--- config.mk ---
export PLATFORM = sky130hd
export DESIGN_NAME = lowest_free_handle_table_flat
export DESIGN_NICKNAME = d
export VERILOG_FILES = /design/src/rtl/lfht_pkg.sv /design/src/rtl/lfht_req_if.sv /design/src/rtl/lfht_rsp_if.sv /design/src/rtl/lowest_free_handle_table.sv /design/src/rtl/lfht_ram.sv /design/src/rtl/lfht_apb.sv /design/src/rtl/lfht_scan.sv /design/src/flat_wrapper.sv
export SDC_FILE = /design/constraint.sdc
export NUM_CORES = 2
export LEC_CHECK = 0
export BUFFER_PORTS_ARGS = -buffer_cell sky130_fd_sc_hd__buf_2
export CAP_MARGIN = 25
export CORE_UTILIZATION = 45
export CTS_CLUSTER_DIAMETER = 50
export CTS_CLUSTER_SIZE = 10
export DETAILED_ROUTE_END_ITERATION = 16
export PLACE_DENSITY_LB_ADDON = 0.25
export SLEW_MARGIN = 20
export SYNTH_ARGS = -nofsm -noshare
export SYNTH_HDL_FRONTEND = slang
export SYNTH_HIERARCHICAL = 1
export SYNTH_SLANG_ARGS = --single-unit
--- constraint.sdc ---
create_clock -name i_clk -period 5.1 [get_ports i_clk]
set_clock_uncertainty 0.05 [all_clocks]
set_input_delay 0 -clock i_clk [delete_from_list [all_inputs] [get_ports i_clk]]
set_output_delay 0 -clock i_clk [all_outputs]
set_load 0.1 [all_outputs]
--- src/rtl/lfht_pkg.sv ---
// Package for the lowest-free handle table: sizes, field widths, codes and
// the shared scan-unit control types. No dependencies.
package lfht_pkg;

    localparam int TABLE_SIZE   = 64;
    localparam int HANDLE_WIDTH = 16;

    // Fixed field widths of the channels and the register.
    localparam int KIND_W     = 3;
    localparam int IDX_W      = 7;
    localparam int HANDLE_W   = 16;
    localparam int STATUS_W   = 2;
    localparam int SLOT_OUT_W = 6;
    localparam int LIMIT_W    = 7;

    // Derived sizes.
    localparam int SLOT_W = (TABLE_SIZE > 1) ? $clog2(TABLE_SIZE) : 1;
    localparam int CNT_W  = $clog2(TABLE_SIZE + 1);

    localparam logic [HANDLE_W-1:0] HANDLE_MASK = (HANDLE_WIDTH >= HANDLE_W) ? '1 :
        HANDLE_W'((64'd1 << HANDLE_WIDTH) - 64'd1);

    // Configuration port.
    localparam int PADDR_W = 3;
    localparam int PDATA_W = 32;
    localparam logic REG_SLOT_LIMIT = 1'b0;
    localparam logic [LIMIT_W-1:0] SLOT_LIMIT_RST = LIMIT_W'(64);

    typedef enum logic [KIND_W-1:0] {
        K_ALLOC  = 3'd0,
        K_FREE   = 3'd1,
        K_LOOKUP = 3'd2,
        K_GETF   = 3'd3,
        K_SETF   = 3'd4,
        K_SWEEP  = 3'd5
    } t_kind;

    typedef enum logic [STATUS_W-1:0] {
        ST_OK      = 2'd0,
        ST_INVAL   = 2'd1,
        ST_TOOMANY = 2'd2,
        ST_BADSLOT = 2'd3
    } t_status;

    typedef struct packed {
        logic             load;
        logic             step;
        logic [CNT_W-1:0] start;
        logic [CNT_W-1:0] bound;
    } t_scan_ctl;

    typedef struct packed {
        logic [SLOT_W-1:0] slot;
        logic              hit;
        logic              done;
    } t_scan_sts;

endpackage

--- src/rtl/lfht_req_if.sv ---
// Request channel of the handle table: valid/ready plus the item fields.
// Depends on lfht_pkg.
interface lfht_req_if;
    import lfht_pkg::*;

    logic                valid;
    logic                ready;
    logic [KIND_W-1:0]   kind;
    logic [IDX_W-1:0]    slot_index;
    logic [HANDLE_W-1:0] handle;
    logic                exec_close_flag;

    modport source (output valid, kind, slot_index, handle, exec_close_flag, input ready);
    modport sink   (input valid, kind, slot_index, handle, exec_close_flag, output ready);
endinterface

--- src/rtl/lfht_rsp_if.sv ---
// Result channel of the handle table: valid/ready plus the result fields.
// Depends on lfht_pkg.
interface lfht_rsp_if;
    import lfht_pkg::*;

    logic                  valid;
    logic                  ready;
    logic [STATUS_W-1:0]   status;
    logic [SLOT_OUT_W-1:0] slot_out;
    logic [HANDLE_W-1:0]   handle_out;
    logic                  flag_out;
    logic                  last;

    modport source (output valid, status, slot_out, handle_out, flag_out, last, input ready);
    modport sink   (input valid, status, slot_out, handle_out, flag_out, last, output ready);
endinterface

--- src/rtl/lowest_free_handle_table.sv ---
// Top level of the lowest-free handle table: sequencer, bitmaps, open count
// and output register. Depends on lfht_pkg, lfht_req_if, lfht_rsp_if,
// lfht_ram, lfht_scan and lfht_apb.
//
//   channel   direction  handshake              carries
//   i_req     in         valid/ready            kind, slot_index, handle, exec_close_flag
//   o_rsp     out        valid/ready            status, slot_out, handle_out, flag_out, last
//   apb       in         psel/penable, pready   slot_limit register at byte address 0
//
// Free, lookup, get-flag, set-flag, unknown kinds and allocates rejected on
// their arguments or on the open count run so: the accept cycle starts the
// registered read of the handle store, and S_EXEC then decides and loads
// the output register.
// An allocate that reaches the scan has the shared scan unit test one slot
// per cycle from the start index upward until it finds a free slot; with no
// free slot below the limit it answers with a too-many status.
// A sweep with nothing marked walks every slot.
// Otherwise it stops after the highest marked slot, with one store read
// (S_SWRD) added for each freed slot.
// A stalled result adds its wait to each of these sequences.
// Reset is synchronous and clears the bitmaps, the open count and the output
// valid; the handle store needs no clearing since every read is guarded by
// the used bit. A stalled result holds the sequencer in place; i_req.ready
// is high whenever the sequencer is idle, even while a result waits.
module lowest_free_handle_table (
    input  logic                         i_clk,
    input  logic                         i_rst_n,
    lfht_req_if.sink                     i_req,
    lfht_rsp_if.source                   o_rsp,
    input  logic                         psel,
    input  logic                         penable,
    input  logic                         pwrite,
    input  logic [lfht_pkg::PADDR_W-1:0] paddr,
    input  logic [lfht_pkg::PDATA_W-1:0] pwdata,
    output logic [lfht_pkg::PDATA_W-1:0] prdata,
    output logic                         pready
);
    import lfht_pkg::*;

    typedef enum logic [4:0] {
        S_IDLE  = 5'b00001,
        S_EXEC  = 5'b00010,
        S_SCAN  = 5'b00100,
        S_SWEEP = 5'b01000,
        S_SWRD  = 5'b10000
    } t_state;

    t_state r_state, n_state;

    // Latched item.
    logic [KIND_W-1:0]   r_kind, n_kind;
    logic [IDX_W-1:0]    r_idx, n_idx;
    logic [HANDLE_W-1:0] r_hnd, n_hnd;
    logic                r_flag, n_flag;

    // Table state.
    logic [TABLE_SIZE-1:0] r_used, n_used;
    logic [TABLE_SIZE-1:0] r_exec, n_exec;
    logic [TABLE_SIZE-1:0] r_marked, n_marked;
    logic [CNT_W-1:0]      r_count, n_count;

    // Output register.
    logic                  r_out_valid;
    t_status               r_out_status;
    logic [SLOT_OUT_W-1:0] r_out_slot;
    logic [HANDLE_W-1:0]   r_out_handle;
    logic                  r_out_flag;
    logic                  r_out_last;

    // Result being loaded this cycle.
    logic                  emit;
    t_status               e_status;
    logic [SLOT_OUT_W-1:0] e_slot;
    logic [HANDLE_W-1:0]   e_handle;
    logic                  e_flag;
    logic                  e_last;

    // Store access.
    logic                ram_we;
    logic [SLOT_W-1:0]   ram_waddr;
    logic                ram_re;
    logic [SLOT_W-1:0]   ram_raddr;
    logic [HANDLE_W-1:0] ram_rdata;

    // Scan unit.
    t_scan_ctl             scan_ctl;
    t_scan_sts             scan_sts;
    logic [TABLE_SIZE-1:0] scan_vec;

    logic [LIMIT_W-1:0]    slot_limit;
    logic [LIMIT_W-1:0]    lim;
    logic                  idx_in_range;
    logic [SLOT_W-1:0]     idx_slot;
    logic                  slot_used;
    logic                  out_free;
    logic                  accept;
    logic [TABLE_SIZE-1:0] marked_rest;

    lfht_apb u_apb (
        .i_clk        (i_clk),
        .i_rst_n      (i_rst_n),
        .psel         (psel),
        .penable      (penable),
        .pwrite       (pwrite),
        .paddr        (paddr),
        .pwdata       (pwdata),
        .prdata       (prdata),
        .pready       (pready),
        .o_slot_limit (slot_limit)
    );

    lfht_ram #(
        .WIDTH (HANDLE_W),
        .DEPTH (TABLE_SIZE)
    ) u_store (
        .i_clk   (i_clk),
        .i_we    (ram_we),
        .i_waddr (ram_waddr),
        .i_wdata (r_hnd),
        .i_re    (ram_re),
        .i_raddr (ram_raddr),
        .o_rdata (ram_rdata)
    );

    lfht_scan u_scan (
        .i_clk   (i_clk),
        .i_rst_n (i_rst_n),
        .i_ctl   (scan_ctl),
        .i_vec   (scan_vec),
        .o_sts   (scan_sts)
    );

    // The effective limit saturates at the table size.
    assign lim = (slot_limit < LIMIT_W'(TABLE_SIZE)) ? slot_limit : LIMIT_W'(TABLE_SIZE);

    assign idx_in_range = (r_idx < IDX_W'(TABLE_SIZE));
    assign idx_slot     = r_idx[SLOT_W-1:0];
    assign slot_used    = idx_in_range && r_used[idx_slot];
    assign out_free     = !r_out_valid || o_rsp.ready;
    assign i_req.ready  = (r_state == S_IDLE);
    assign accept       = i_req.valid && i_req.ready;

    // Allocate looks for free slots; the sweep looks for marked ones.
    assign scan_vec    = (r_state == S_SCAN) ? ~r_used : r_marked;
    assign marked_rest = r_marked & ~(TABLE_SIZE'(1) << scan_sts.slot);

    always_comb begin
        n_state   = r_state;
        n_kind    = r_kind;
        n_idx     = r_idx;
        n_hnd     = r_hnd;
        n_flag    = r_flag;
        n_used    = r_used;
        n_exec    = r_exec;
        n_marked  = r_marked;
        n_count   = r_count;
        emit      = 1'b0;
        e_status  = ST_OK;
        e_slot    = '0;
        e_handle  = '0;
        e_flag    = 1'b0;
        e_last    = 1'b1;
        ram_we    = 1'b0;
        ram_waddr = scan_sts.slot;
        ram_re    = 1'b0;
        ram_raddr = scan_sts.slot;
        scan_ctl  = '0;

        unique case (r_state)
            S_IDLE: begin
                if (accept) begin
                    n_kind    = i_req.kind;
                    n_idx     = i_req.slot_index;
                    n_hnd     = i_req.handle & HANDLE_MASK;
                    n_flag    = i_req.exec_close_flag;
                    // Start the store read now so the handle is ready next cycle.
                    ram_re    = 1'b1;
                    ram_raddr = i_req.slot_index[SLOT_W-1:0];
                    n_state   = S_EXEC;
                end
            end

            S_EXEC: begin
                unique case (t_kind'(r_kind))
                    K_ALLOC: begin
                        if (!idx_in_range || r_hnd == '0) begin
                            if (out_free) begin
                                emit     = 1'b1;
                                e_status = ST_INVAL;
                                n_state  = S_IDLE;
                            end
                        end else if (r_count >= CNT_W'(lim)) begin
                            if (out_free) begin
                                emit     = 1'b1;
                                e_status = ST_TOOMANY;
                                n_state  = S_IDLE;
                            end
                        end else begin
                            scan_ctl.load  = 1'b1;
                            scan_ctl.start = CNT_W'(r_idx);
                            scan_ctl.bound = CNT_W'(lim);
                            n_state        = S_SCAN;
                        end
                    end
                    K_FREE: begin
                        if (out_free) begin
                            emit    = 1'b1;
                            n_state = S_IDLE;
                            if (!slot_used) begin
                                e_status = ST_BADSLOT;
                            end else begin
                                e_slot           = SLOT_OUT_W'(idx_slot);
                                e_handle         = ram_rdata;
                                n_used[idx_slot] = 1'b0;
                                n_exec[idx_slot] = 1'b0;
                                n_count = (r_count == '0) ? '0 : CNT_W'(r_count - 1'b1);
                            end
                        end
                    end
                    K_LOOKUP: begin
                        if (out_free) begin
                            emit    = 1'b1;
                            n_state = S_IDLE;
                            if (!slot_used) begin
                                e_status = ST_BADSLOT;
                            end else begin
                                e_handle = ram_rdata;
                            end
                        end
                    end
                    K_GETF: begin
                        if (out_free) begin
                            emit    = 1'b1;
                            n_state = S_IDLE;
                            if (!slot_used) begin
                                e_status = ST_BADSLOT;
                            end else begin
                                e_flag = r_exec[idx_slot];
                            end
                        end
                    end
                    K_SETF: begin
                        if (out_free) begin
                            emit    = 1'b1;
                            n_state = S_IDLE;
                            if (!slot_used) begin
                                e_status = ST_BADSLOT;
                            end else begin
                                n_exec[idx_slot] = r_flag;
                            end
                        end
                    end
                    K_SWEEP: begin
                        // Snapshot the marked slots and drop every flag at once.
                        n_marked       = r_exec & r_used;
                        n_exec         = '0;
                        scan_ctl.load  = 1'b1;
                        scan_ctl.start = '0;
                        scan_ctl.bound = CNT_W'(TABLE_SIZE);
                        n_state        = S_SWEEP;
                    end
                    default: begin
                        if (out_free) begin
                            emit     = 1'b1;
                            e_status = ST_INVAL;
                            n_state  = S_IDLE;
                        end
                    end
                endcase
            end

            S_SCAN: begin
                if (scan_sts.done) begin
                    if (out_free) begin
                        emit     = 1'b1;
                        e_status = ST_TOOMANY;
                        n_state  = S_IDLE;
                    end
                end else if (scan_sts.hit) begin
                    if (out_free) begin
                        ram_we                = 1'b1;
                        n_used[scan_sts.slot] = 1'b1;
                        n_exec[scan_sts.slot] = 1'b0;
                        n_count               = CNT_W'(r_count + 1'b1);
                        emit                  = 1'b1;
                        e_slot                = SLOT_OUT_W'(scan_sts.slot);
                        n_state               = S_IDLE;
                    end
                end else begin
                    scan_ctl.step = 1'b1;
                end
            end

            S_SWEEP: begin
                if (scan_sts.done) begin
                    // Only reached when nothing was marked: one empty result.
                    if (out_free) begin
                        emit    = 1'b1;
                        n_state = S_IDLE;
                    end
                end else if (scan_sts.hit) begin
                    ram_re  = 1'b1;
                    n_state = S_SWRD;
                end else begin
                    scan_ctl.step = 1'b1;
                end
            end

            S_SWRD: begin
                if (out_free) begin
                    emit                  = 1'b1;
                    e_slot                = SLOT_OUT_W'(scan_sts.slot);
                    e_handle              = ram_rdata;
                    e_last                = (marked_rest == '0);
                    n_marked              = marked_rest;
                    n_used[scan_sts.slot] = 1'b0;
                    n_count = (r_count == '0) ? '0 : CNT_W'(r_count - 1'b1);
                    if (marked_rest == '0) begin
                        n_state = S_IDLE;
                    end else begin
                        scan_ctl.step = 1'b1;
                        n_state       = S_SWEEP;
                    end
                end
            end

            default: begin
                n_state = S_IDLE;
            end
        endcase
    end

    always_ff @(posedge i_clk) begin
        if (!i_rst_n) begin
            r_state     <= S_IDLE;
            r_used      <= '0;
            r_exec      <= '0;
            r_marked    <= '0;
            r_count     <= '0;
            r_out_valid <= 1'b0;
        end else begin
            r_state  <= n_state;
            r_used   <= n_used;
            r_exec   <= n_exec;
            r_marked <= n_marked;
            r_count  <= n_count;
            if (emit) begin
                r_out_valid <= 1'b1;
            end else if (o_rsp.ready) begin
                r_out_valid <= 1'b0;
            end
        end
    end

    // Item and result payload registers carry no reset.
    always_ff @(posedge i_clk) begin
        r_kind <= n_kind;
        r_idx  <= n_idx;
        r_hnd  <= n_hnd;
        r_flag <= n_flag;
        if (emit) begin
            r_out_status <= e_status;
            r_out_slot   <= e_slot;
            r_out_handle <= e_handle;
            r_out_flag   <= e_flag;
            r_out_last   <= e_last;
        end
    end

    assign o_rsp.valid      = r_out_valid;
    assign o_rsp.status     = r_out_status;
    assign o_rsp.slot_out   = r_out_slot;
    assign o_rsp.handle_out = r_out_handle;
    assign o_rsp.flag_out   = r_out_flag;
    assign o_rsp.last       = r_out_last;
endmodule

--- src/rtl/lfht_ram.sv ---
// Generic single-write, single-read RAM with a registered read port.
// No dependencies.
module lfht_ram #(
    parameter int WIDTH = 16,
    parameter int DEPTH = 64
) (
    input  logic                                     i_clk,
    input  logic                                     i_we,
    input  logic [((DEPTH > 1) ? $clog2(DEPTH) : 1)-1:0] i_waddr,
    input  logic [WIDTH-1:0]                         i_wdata,
    input  logic                                     i_re,
    input  logic [((DEPTH > 1) ? $clog2(DEPTH) : 1)-1:0] i_raddr,
    output logic [WIDTH-1:0]                         o_rdata
);
    logic [WIDTH-1:0] r_mem [DEPTH];
    logic [WIDTH-1:0] r_rdata;

    always_ff @(posedge i_clk) begin
        if (i_we) begin
            r_mem[i_waddr] <= i_wdata;
        end
        if (i_re) begin
            r_rdata <= r_mem[i_raddr];
        end
    end

    assign o_rdata = r_rdata;
endmodule

--- src/rtl/lfht_apb.sv ---
// Configuration register file of the handle table (slot_limit) behind an
// APB-style port. Depends on lfht_pkg.
module lfht_apb (
    input  logic                                i_clk,
    input  logic                                i_rst_n,
    input  logic                                psel,
    input  logic                                penable,
    input  logic                                pwrite,
    input  logic [lfht_pkg::PADDR_W-1:0]        paddr,
    input  logic [lfht_pkg::PDATA_W-1:0]        pwdata,
    output logic [lfht_pkg::PDATA_W-1:0]        prdata,
    output logic                                pready,
    output logic [lfht_pkg::LIMIT_W-1:0]        o_slot_limit
);
    import lfht_pkg::*;

    logic [LIMIT_W-1:0] r_slot_limit;
    logic               hit_limit;

    // The register index is the byte address divided by four.
    assign hit_limit = (paddr[PADDR_W-1] == REG_SLOT_LIMIT);
    assign pready    = 1'b1;
    assign prdata    = hit_limit ? PDATA_W'(r_slot_limit) : '0;

    always_ff @(posedge i_clk) begin
        if (!i_rst_n) begin
            r_slot_limit <= SLOT_LIMIT_RST;
        end else if (psel && penable && pwrite && pready && hit_limit) begin
            r_slot_limit <= pwdata[LIMIT_W-1:0];
        end
    end

    assign o_slot_limit = r_slot_limit;
endmodule

--- src/rtl/lfht_scan.sv ---
// Shared slot scan unit: a slot counter with a bound compare and a bit test,
// stepped by the sequencer for allocate and sweep. Depends on lfht_pkg.
module lfht_scan (
    input  logic                            i_clk,
    input  logic                            i_rst_n,
    input  lfht_pkg::t_scan_ctl             i_ctl,
    input  logic [lfht_pkg::TABLE_SIZE-1:0] i_vec,
    output lfht_pkg::t_scan_sts             o_sts
);
    import lfht_pkg::*;

    logic [CNT_W-1:0] r_slot;
    logic [CNT_W-1:0] r_bound;
    logic             done;

    always_ff @(posedge i_clk) begin
        if (!i_rst_n) begin
            r_slot  <= '0;
            r_bound <= '0;
        end else if (i_ctl.load) begin
            r_slot  <= i_ctl.start;
            r_bound <= i_ctl.bound;
        end else if (i_ctl.step) begin
            r_slot  <= CNT_W'(r_slot + 1'b1);
        end
    end

    assign done       = (r_slot >= r_bound);
    assign o_sts.done = done;
    assign o_sts.slot = r_slot[SLOT_W-1:0];
    assign o_sts.hit  = !done && i_vec[r_slot[SLOT_W-1:0]];
endmodule

--- src/flat_wrapper.sv ---
// flat-port wrapper written by rule: the top's interface ports become plain ports
module lowest_free_handle_table_flat import lfht_pkg::*;
  (i_clk, i_rst_n, psel, penable, pwrite, paddr, pwdata, prdata, pready, i_req_valid, i_req_kind, i_req_slot_index, i_req_handle, i_req_exec_close_flag, i_req_ready, o_rsp_valid, o_rsp_status, o_rsp_slot_out, o_rsp_handle_out, o_rsp_flag_out, o_rsp_last, o_rsp_ready);
  lfht_req_if i_req_i ();
  lfht_rsp_if o_rsp_i ();
  input  logic i_clk;
  input  logic i_rst_n;
  input  logic psel;
  input  logic penable;
  input  logic pwrite;
  input  logic [lfht_pkg::PADDR_W-1:0] paddr;
  input  logic [lfht_pkg::PDATA_W-1:0] pwdata;
  output logic [lfht_pkg::PDATA_W-1:0] prdata;
  output logic pready;
  input wire logic [$bits(i_req_i.valid)-1:0] i_req_valid;
  input wire logic [$bits(i_req_i.kind)-1:0] i_req_kind;
  input wire logic [$bits(i_req_i.slot_index)-1:0] i_req_slot_index;
  input wire logic [$bits(i_req_i.handle)-1:0] i_req_handle;
  input wire logic [$bits(i_req_i.exec_close_flag)-1:0] i_req_exec_close_flag;
  output wire logic [$bits(i_req_i.ready)-1:0] i_req_ready;
  output wire logic [$bits(o_rsp_i.valid)-1:0] o_rsp_valid;
  output wire logic [$bits(o_rsp_i.status)-1:0] o_rsp_status;
  output wire logic [$bits(o_rsp_i.slot_out)-1:0] o_rsp_slot_out;
  output wire logic [$bits(o_rsp_i.handle_out)-1:0] o_rsp_handle_out;
  output wire logic [$bits(o_rsp_i.flag_out)-1:0] o_rsp_flag_out;
  output wire logic [$bits(o_rsp_i.last)-1:0] o_rsp_last;
  input wire logic [$bits(o_rsp_i.ready)-1:0] o_rsp_ready;
  assign i_req_i.valid = i_req_valid;
  assign i_req_i.kind = i_req_kind;
  assign i_req_i.slot_index = i_req_slot_index;
  assign i_req_i.handle = i_req_handle;
  assign i_req_i.exec_close_flag = i_req_exec_close_flag;
  assign i_req_ready = i_req_i.ready;
  assign o_rsp_valid = o_rsp_i.valid;
  assign o_rsp_status = o_rsp_i.status;
  assign o_rsp_slot_out = o_rsp_i.slot_out;
  assign o_rsp_handle_out = o_rsp_i.handle_out;
  assign o_rsp_flag_out = o_rsp_i.flag_out;
  assign o_rsp_last = o_rsp_i.last;
  assign o_rsp_i.ready = o_rsp_ready;
  lowest_free_handle_table u_core (.i_clk(i_clk), .i_rst_n(i_rst_n), .i_req(i_req_i), .o_rsp(o_rsp_i), .psel(psel), .penable(penable), .pwrite(pwrite), .paddr(paddr), .pwdata(pwdata), .prdata(prdata), .pready(pready));
endmodule
### Word-level counts from Yosys, hierarchy flattened

Memories as Yosys holds them, arrays and structs flattened. A register that Yosys moved wholly into a read port is not among the register bits.
Cells that the tools add are included.
Widths: inputs -> output; s select.

* add/sub/neg operators: 3
* magnitude comparators: 8
* eq/ne operators: 26
* shift operators: 1
* muxes and demuxes: 111
* bitwise operators: 12
* reductions and logical operators: 32

Operator list (count)
* $mux 64: 17
* $and 64x64->64: 6
* $pmux 64 s3: 2
* $not 64->64: 4
* $pmux 64 s2: 2
* $mux 7: 12
* $bwmux 64: 1
* $logic_not 64->1: 1
* $mux 16: 4
* $or 64x64->64: 1
* $shl 1x6->64 const A: 1
* $mux 6: 8
* $mux 5: 9
* $mux 14: 3
* $pmux 16 s2: 1
* $mux 1: 28
* $pmux 14 s2: 1
* $pmux 5 s5: 1
* $pmux 7 s3: 1
* $bmux 1 s6: 3
* $ne 3x2->1 const B: 6
* $pmux 6 s3: 1
* $logic_not 16->1: 1
* $add 7x1->7 const B: 2
* 39 further kinds: 77

* bits in registers: 279
* bits in writable memories: 1024
* output and inout port bits: 61
* memories kept: 1

Memories
* u_core.u_store.r_mem: depth 64, width 16, rd ports 1, clocked after memory_dff 1, write ports 1, RTL line lfht_ram.sv:15 `logic [WIDTH-1:0] r_mem [DEPTH];`

### Depth between registers and ports, before layout

* depth in word-level cells: 10
* depth in mapped cells: 20
* gate-level depth less buffers: 17

### Hierarchy

The synthesis kept the hierarchy.

By module, submodules not included
* lfht_ram: instances 1, cells an instance 1820, area an instance 40138.5 um^2
* lowest_free_handle_table: instances 1, cells an instance 1964, area an instance 16017.9 um^2
* lfht_scan: instances 1, cells an instance 144, area an instance 1431.4 um^2
* lfht_apb: instances 1, cells an instance 66, area an instance 556.8 um^2

### Worst setup path after synthesis

OpenSTA, ideal clock, no wires.

* path kind: flip-flop to flip-flop
* from: register u_core.r_state[1]
* to: register u_core.u_store.r_rdata[9] (netlist: u_core/u_store/o_rdata[9]) (read register of u_core.u_store.r_mem) (data pin)
* arrival time: 5.670 ns
* setup slack: -0.875 ns
* stages on the path, launching flop included: 12
* path buffers: 3
* period minus slack after synthesis: 5.975 ns
* cells stage by stage: dfxtp_1 > or3_1 > nor3b_1 > nand2_1 > mux2_2 > buf_6 > buf_4 > buf_4 > mux4_2 > a22oi_1 > nand3_1 > o211a_1

* elaborated cells between the ends (all ways): 14

RTL lines
* from (decl): RTL line lowest_free_handle_table.sv:48 `t_state r_state, n_state;`
* from (signal assigned): RTL line lowest_free_handle_table.sv:342 `r_state <= n_state;`
* $eq 5x1->1 *: RTL line lowest_free_handle_table.sv:140 `assign i_req.ready = (r_state == S_IDLE);`
* net i_req_ready: RTL line flat_wrapper.sv:20 `output wire logic [$bits(i_req_i.ready)-1:0] i_req_ready;`
* $logic_and 1x1->1: RTL line lowest_free_handle_table.sv:141 `assign accept = i_req.valid && i_req.ready;`
* $mux 6: RTL line lowest_free_handle_table.sv:171 `if (accept) begin`
* $mux 6 *: RTL line lowest_free_handle_table.sv:169 `unique case (r_state)`
* net u_core.ram_raddr[0]: RTL line lowest_free_handle_table.sv:82 `logic [SLOT_W-1:0] ram_raddr;`
* to (decl): RTL line lfht_ram.sv:16 `logic [WIDTH-1:0] r_rdata;`

The timed path passes the listed nets; every way through them passes the cells marked *. The select of a mux whose other input is x is not followed.
A chain may end at the register's enable or synchronous reset.

==> flow_summary.html <==
<table>
<tr><th>Metric</th><th>Value</th></tr>
<tr><th colspan="2">Clock network</th></tr>
<tr><td>Clock latency reported for the late side of the worst-skew pair</td><td>0.82 ns</td></tr>
<tr><td>Number of clock buffers inserted by TritonCTS</td><td>163</td></tr>
<tr><td>CTS Buffer Depth</td><td>3</td></tr>
<tr><td>Clock Pin Slew Worst Setup and Hold Paths</td><td>0.05 ns</td></tr>
<tr><td>TritonCTS clock tree</td><td>built</td></tr>
<tr><td>H-tree depth reported by CTS</td><td>4</td></tr>
<tr><td>Root buffer selected by CTS</td><td>clkbuf_16</td></tr>
<tr><td>Num Clock Sinks</td><td>1319</td></tr>
<tr><th colspan="2">Setup path</th></tr>
<tr><td>Minimum setup slack among reg-to-reg paths</td><td>0.15 ns</td></tr>
<tr><td>CP required</td><td>5.56 ns</td></tr>
<tr><td>Critical R2R Launch</td><td>u_core/r_state[4]</td></tr>
<tr><td>Cell count of the worst reg-to-reg path</td><td>17</td></tr>
<tr><td>Worst Setup Path Type</td><td>register to register</td></tr>
<tr><td>Worst flop-to-flop path endpoint</td><td>u_core/u_store/r_mem[13][12]</td></tr>
<tr><td>Arr. time, crit path</td><td>5.41 ns</td></tr>
<tr><td>Maximum fanout count along the critical path</td><td>76</td></tr>
<tr><td>CP Capture Type</td><td>register</td></tr>
<tr><td>Critical path startpoint category</td><td>register</td></tr>
<tr><th colspan="2">Pwr</th></tr>
<tr><td>Combinational power share</td><td>7.2%</td></tr>
<tr><td>Total Power</td><td>24100 uW</td></tr>
<tr><td>P_leak</td><td>0.0210 uW</td></tr>
<tr><td>Proportion of power drawn by the clock network</td><td>43.7%</td></tr>
<tr><td>Cell internal power dissipation</td><td>18400 uW</td></tr>
<tr><td>Sequential share of power</td><td>49.1%</td></tr>
<tr><td>Power per Cell Area</td><td>356 mW/mm2</td></tr>
<tr><td>VDD IR max</td><td>0.000356 V</td></tr>
<tr><td>Net Sw Power</td><td>5710 uW</td></tr>
<tr><td>Net Sw Frac</td><td>23.7%</td></tr>
<tr><th colspan="2">Synthesis</th></tr>
<tr><td>Top-area cell type share of the netlist area</td><td>56.4%</td></tr>
<tr><td>Cell type contributing the most total cell area after synthesis</td><td>edfxtp_1</td></tr>
<tr><td>Cell types with the largest area share after synthesis</td><td>edfxtp_1 56%, mux4_2 9.1%, dfxtp_1 7.8%, o21ai_0 2.9%, mux2i_1 2.1%</td></tr>
<tr><td>Post-synthesis area per instance</td><td>14.6 um2</td></tr>
<tr><td>Post-Syn Instances</td><td>3994</td></tr>
<tr><td>Yosys synthesis warning count</td><td>6</td></tr>
<tr><td>Post-synthesis async set-or-reset flop share</td><td>0%</td></tr>
<tr><td>Proportion of synthesized chip area in sequential cells</td><td>64.2%</td></tr>
<tr><td>Total of flip-flops plus latches after synthesis</td><td>1319</td></tr>
<tr><td>Number of flops mapped to enable cells by yosys</td><td>1093</td></tr>
<tr><td>Distinct cell type count of the synthesized netlist</td><td>94</td></tr>
<tr><td>Cell area after technology mapping</td><td>0.0581 mm2</td></tr>
<tr><td>Primary FF master, synth</td><td>edfxtp_1</td></tr>
<tr><th colspan="2">Placed design</th></tr>
<tr><td>Final HPWL from detailed placement</td><td>102000 um</td></tr>
<tr><td>Port bufs</td><td>76</td></tr>
<tr><td>Cell area reported after detailed placement</td><td>0.0619 mm2</td></tr>
<tr><td>GP Congestion</td><td>0.951</td></tr>
<tr><th colspan="2">Global routing</th></tr>
<tr><td>GRT Total Usage</td><td>25.9%</td></tr>
<tr><td>Initial antenna violation count</td><td>5</td></tr>
<tr><td>Wire length of the first global-routing pass</td><td>251000 um</td></tr>
<tr><td>Total gr overflow</td><td>0</td></tr>
<tr><td>Pin count of the biggest net entering global routing</td><td>120</td></tr>
<tr><td>Vias in the first global route</td><td>37200</td></tr>
<tr><th colspan="2">Final layout</th></tr>
<tr><td>Cell area after layout</td><td>0.0676 mm2</td></tr>
<tr><td>Signed area change from the synthesized netlist to the final layout</td><td>16.2%</td></tr>
<tr><td>Commonest non-fill, non-tap cell in the layout</td><td>edfxtp_1</td></tr>
<tr><td>Share of post-route cells with drive strength above 1</td><td>21.9%</td></tr>
<tr><td>Layout Nets</td><td>4342</td></tr>
<tr><td>Most used cells in the layout excluding fill and tap cells</td><td>1093 x edfxtp_1, 336 x o21ai_0, 273 x nor2_1</td></tr>
<tr><th colspan="2">Floorplan</th></tr>
<tr><td>Die width</td><td>361 um</td></tr>
<tr><td>Height of the die</td><td>361 um</td></tr>
<tr><td>Initial core utilization</td><td>45.5%</td></tr>
<tr><td>Core Region</td><td>0.128 mm2</td></tr>
<tr><td>Top-level I/O count</td><td>130</td></tr>
<tr><td>Die outline area</td><td>0.131 mm2</td></tr>
<tr><td>Placement row count</td><td>131</td></tr>
<tr><th colspan="2">Timing</th></tr>
<tr><td>Actual slew at the worst max-slew pin</td><td>1.17 ns</td></tr>
<tr><td>Final setup violation count</td><td>0</td></tr>
<tr><td>Worst relative slew slack</td><td>21.0%</td></tr>
<tr><td>Setup repair after global routing missed its margin</td><td>no</td></tr>
<tr><td>Post-Route Setup TNS</td><td>0 ns</td></tr>
<tr><td>Maximum achievable frequency</td><td>202 MHz</td></tr>
<tr><td>Fraction of the cycle the final worst path needs</td><td>97.0%</td></tr>
<tr><td>Crit path time final</td><td>4.95 ns</td></tr>
<tr><td>Final Hold Violating Endpoints</td><td>0</td></tr>
<tr><td>Final Max Slew Viols</td><td>0</td></tr>
<tr><th colspan="2">Routing</th></tr>
<tr><td>Per-cell via count in the routed design</td><td>6.37</td></tr>
<tr><td>ANT nets after route</td><td>0</td></tr>
<tr><td>Sum of routed wire length over all layers</td><td>170000 um</td></tr>
<tr><td>Initial DRT Pass Iterations</td><td>9</td></tr>
<tr><td>Count of unresolved DRC violations after routing</td><td>0</td></tr>
<tr><td>Total via count after detailed routing</td><td>38200</td></tr>
<tr><td>Detailed Route Iter0 Violations</td><td>4840</td></tr>
<tr><td>WL per Instance</td><td>28.4 um</td></tr>
<tr><th colspan="2">Worst hold path</th></tr>
<tr><td>Worst min-delay path category</td><td>primary input to register</td></tr>
<tr><td>Launch point of the worst hold path</td><td>o_rsp_ready</td></tr>
<tr><td>Number of instances on the worst hold path</td><td>5</td></tr>
<tr><td>Hold endpoint</td><td>u_core/r_state[4]</td></tr>
<tr><th colspan="2">Outcome</th></tr>
<tr><td>Status</td><td>complete, no violations</td></tr>
<tr><th colspan="2">Run</th></tr>
<tr><td>Max_cap viols</td><td>0</td></tr>
</table>
==> area by class of cell <==
cell class / instances / area [um2]
sequential: 1319 / 37300
multi-input combinational: 2316 / 19000
antenna: 4 / 10.0
inverter: 22 / 82.6
clock buffer: 193 / 4240
timing repair buffer: 434 / 4180
tap: 1662 / 2080
fill: 10400 / 60300
clock inverter: 44 / 597
==> state kept, by name, summed over array words and instances (netlist names), 16 cells and up <==
| register | flops |
|---|---|
| u_core/u_store/r_mem | 1024 |
| u_core/o_rsp.handle_out | 16 |
| u_core/u_store/o_rdata | 16 |
| u_core/r_hnd | 16 |
| u_core/r_exec | 64 |
| u_core/r_used | 64 |
| u_core/r_marked | 64 |
==> worst max path at each step <==
stage	startpoint	end	slack [ns]	cells after the start
after floorplan	u_core/r_state[1]	u_core/u_store/o_rdata[9]	0.40	11
after global placement	u_core/r_state[4]	u_core/r_used[2]	0.22	21
after detailed placement	u_core/r_state[4]	u_core/r_used[34]	0.14	18
after CTS	u_core/r_state[4]	u_core/r_used[34]	0.12	18
after global routing	u_core/r_state[4]	u_core/r_used[2]	0.07	22
final	u_core/r_state[4]	u_core/u_store/r_mem[13][12]	0.15	17
==> power by group through the flow <==
| stage | clock [uW] | combinational [uW] | sequential (uW) |
|---|---|---|---|
| after floorplan | 0 | 944 | 12100 |
| after global placement | 0 | 1650 | 12000 |
| after detailed placement | 0 | 1670 | 12000 |
| after CTS | 10700 | 1710 | 11800 |
| after global routing | 11100 | 1790 | 11800 |
| final | 10500 | 1730 | 11800 |
==> layer usage <==
metal / vias to the layer above / part of all wire (%) / track usage [%]
met2: 2016 / 47 / 41.4
met1: 19300 / 39 / 34.0
met4: 4 / 4.8 / 12.0
li1: 16400 / - / -
met3: 463 / 8.6 / 5.30
met5: - / 0.012 / 0
==> metrics by stage <==
stage	setup slack [ns]	hold WS [ns]	std cells	util, %
finish	0.153	0.309	5994	52.9
global route	0.0739	0.323	5991	52.9
CTS	0.119	0.248	5987	52.8
detailed placement	0.143	0.130	5672	48.4
global placement	0.219	0.132	5671	48.4
floorplan	0.403	0.0489	4018	-
==> critical path, stage by stage, from the launching register on <==
cell      delay, ns
dfxtp_1        0.35
or3_1          0.44
or3_4          0.38
buf_12         0.21
o21ai_0        0.26
mux4_1         0.33
mux2i_1        0.15
a32oi_1        0.24
nand3_1        0.24
a21oi_2        0.28
nand2b_1       0.12
buf_4          0.15
nor3_2         0.22
buf_12         0.19
inv_1          0.08
or2_1          0.41
nor2_1         0.31
buf_4          0.22
==> cells by family (layout without fill, tap and decap cells) <==
kind of cell | Yosys count | after routing | share of synthesized area (%)
buffers and inverters | 383 | 693 | 3.50
DFF | 1319 | 1319 | 64.2
other | 3 | 31 | 0.0194
and+or+nand+nor | 878 | 878 | 7.33
xor gates and xnor gates | 8 | 8 | 0.121
muxes | 387 | 387 | 12.1
AOI/OAI and AO/OA | 998 | 998 | 12.4
adders and majority gates | 18 | 18 | 0.383
==> synth_stat cells, types with 7 or more instances <==
cell type,n
edfxtp_1,1093
o21ai_0,338
nor2_1,285
mux4_2,234
dfxtp_1,226
clkbuf_1,217
nand2_1,215
nand3_1,126
mux2i_1,121
a21oi_1,113
a31oi_1,81
a22oi_1,76
o211ai_1,70
nor2b_1,68
a311oi_2,67
a32o_1,66
buf_4,55
a32oi_1,50
buf_2,40
a221oi_1,32
buf_6,31
nand4_1,26
and2_1,21
inv_1,21
mux2_2,19
a22o_1,17
ha_1,17
nor4_1,16
a311oi_1,14
nor3_1,14
a211o_1,11
a211oi_1,11
mux4_1,11
and3_1,10
and4_1,10
buf_1,10
nand2b_1,10
nand3b_1,9
or2_2,9
or3_1,9
and2b_2,7
o22ai_1,7
==> timing repair <==
| item | in CTS | in global routing |
|---|---|---|
| setup buffers | 0 | 2 |
| hold buffers | 78 | 0 |
| resized for setup | 0 | 10 |
| endpoints found under the hold margin | 101 | 0 |
| endpoints found under the setup margin | 0 | 47 |
No activity file was read; power rests on OpenSTA's default activity.
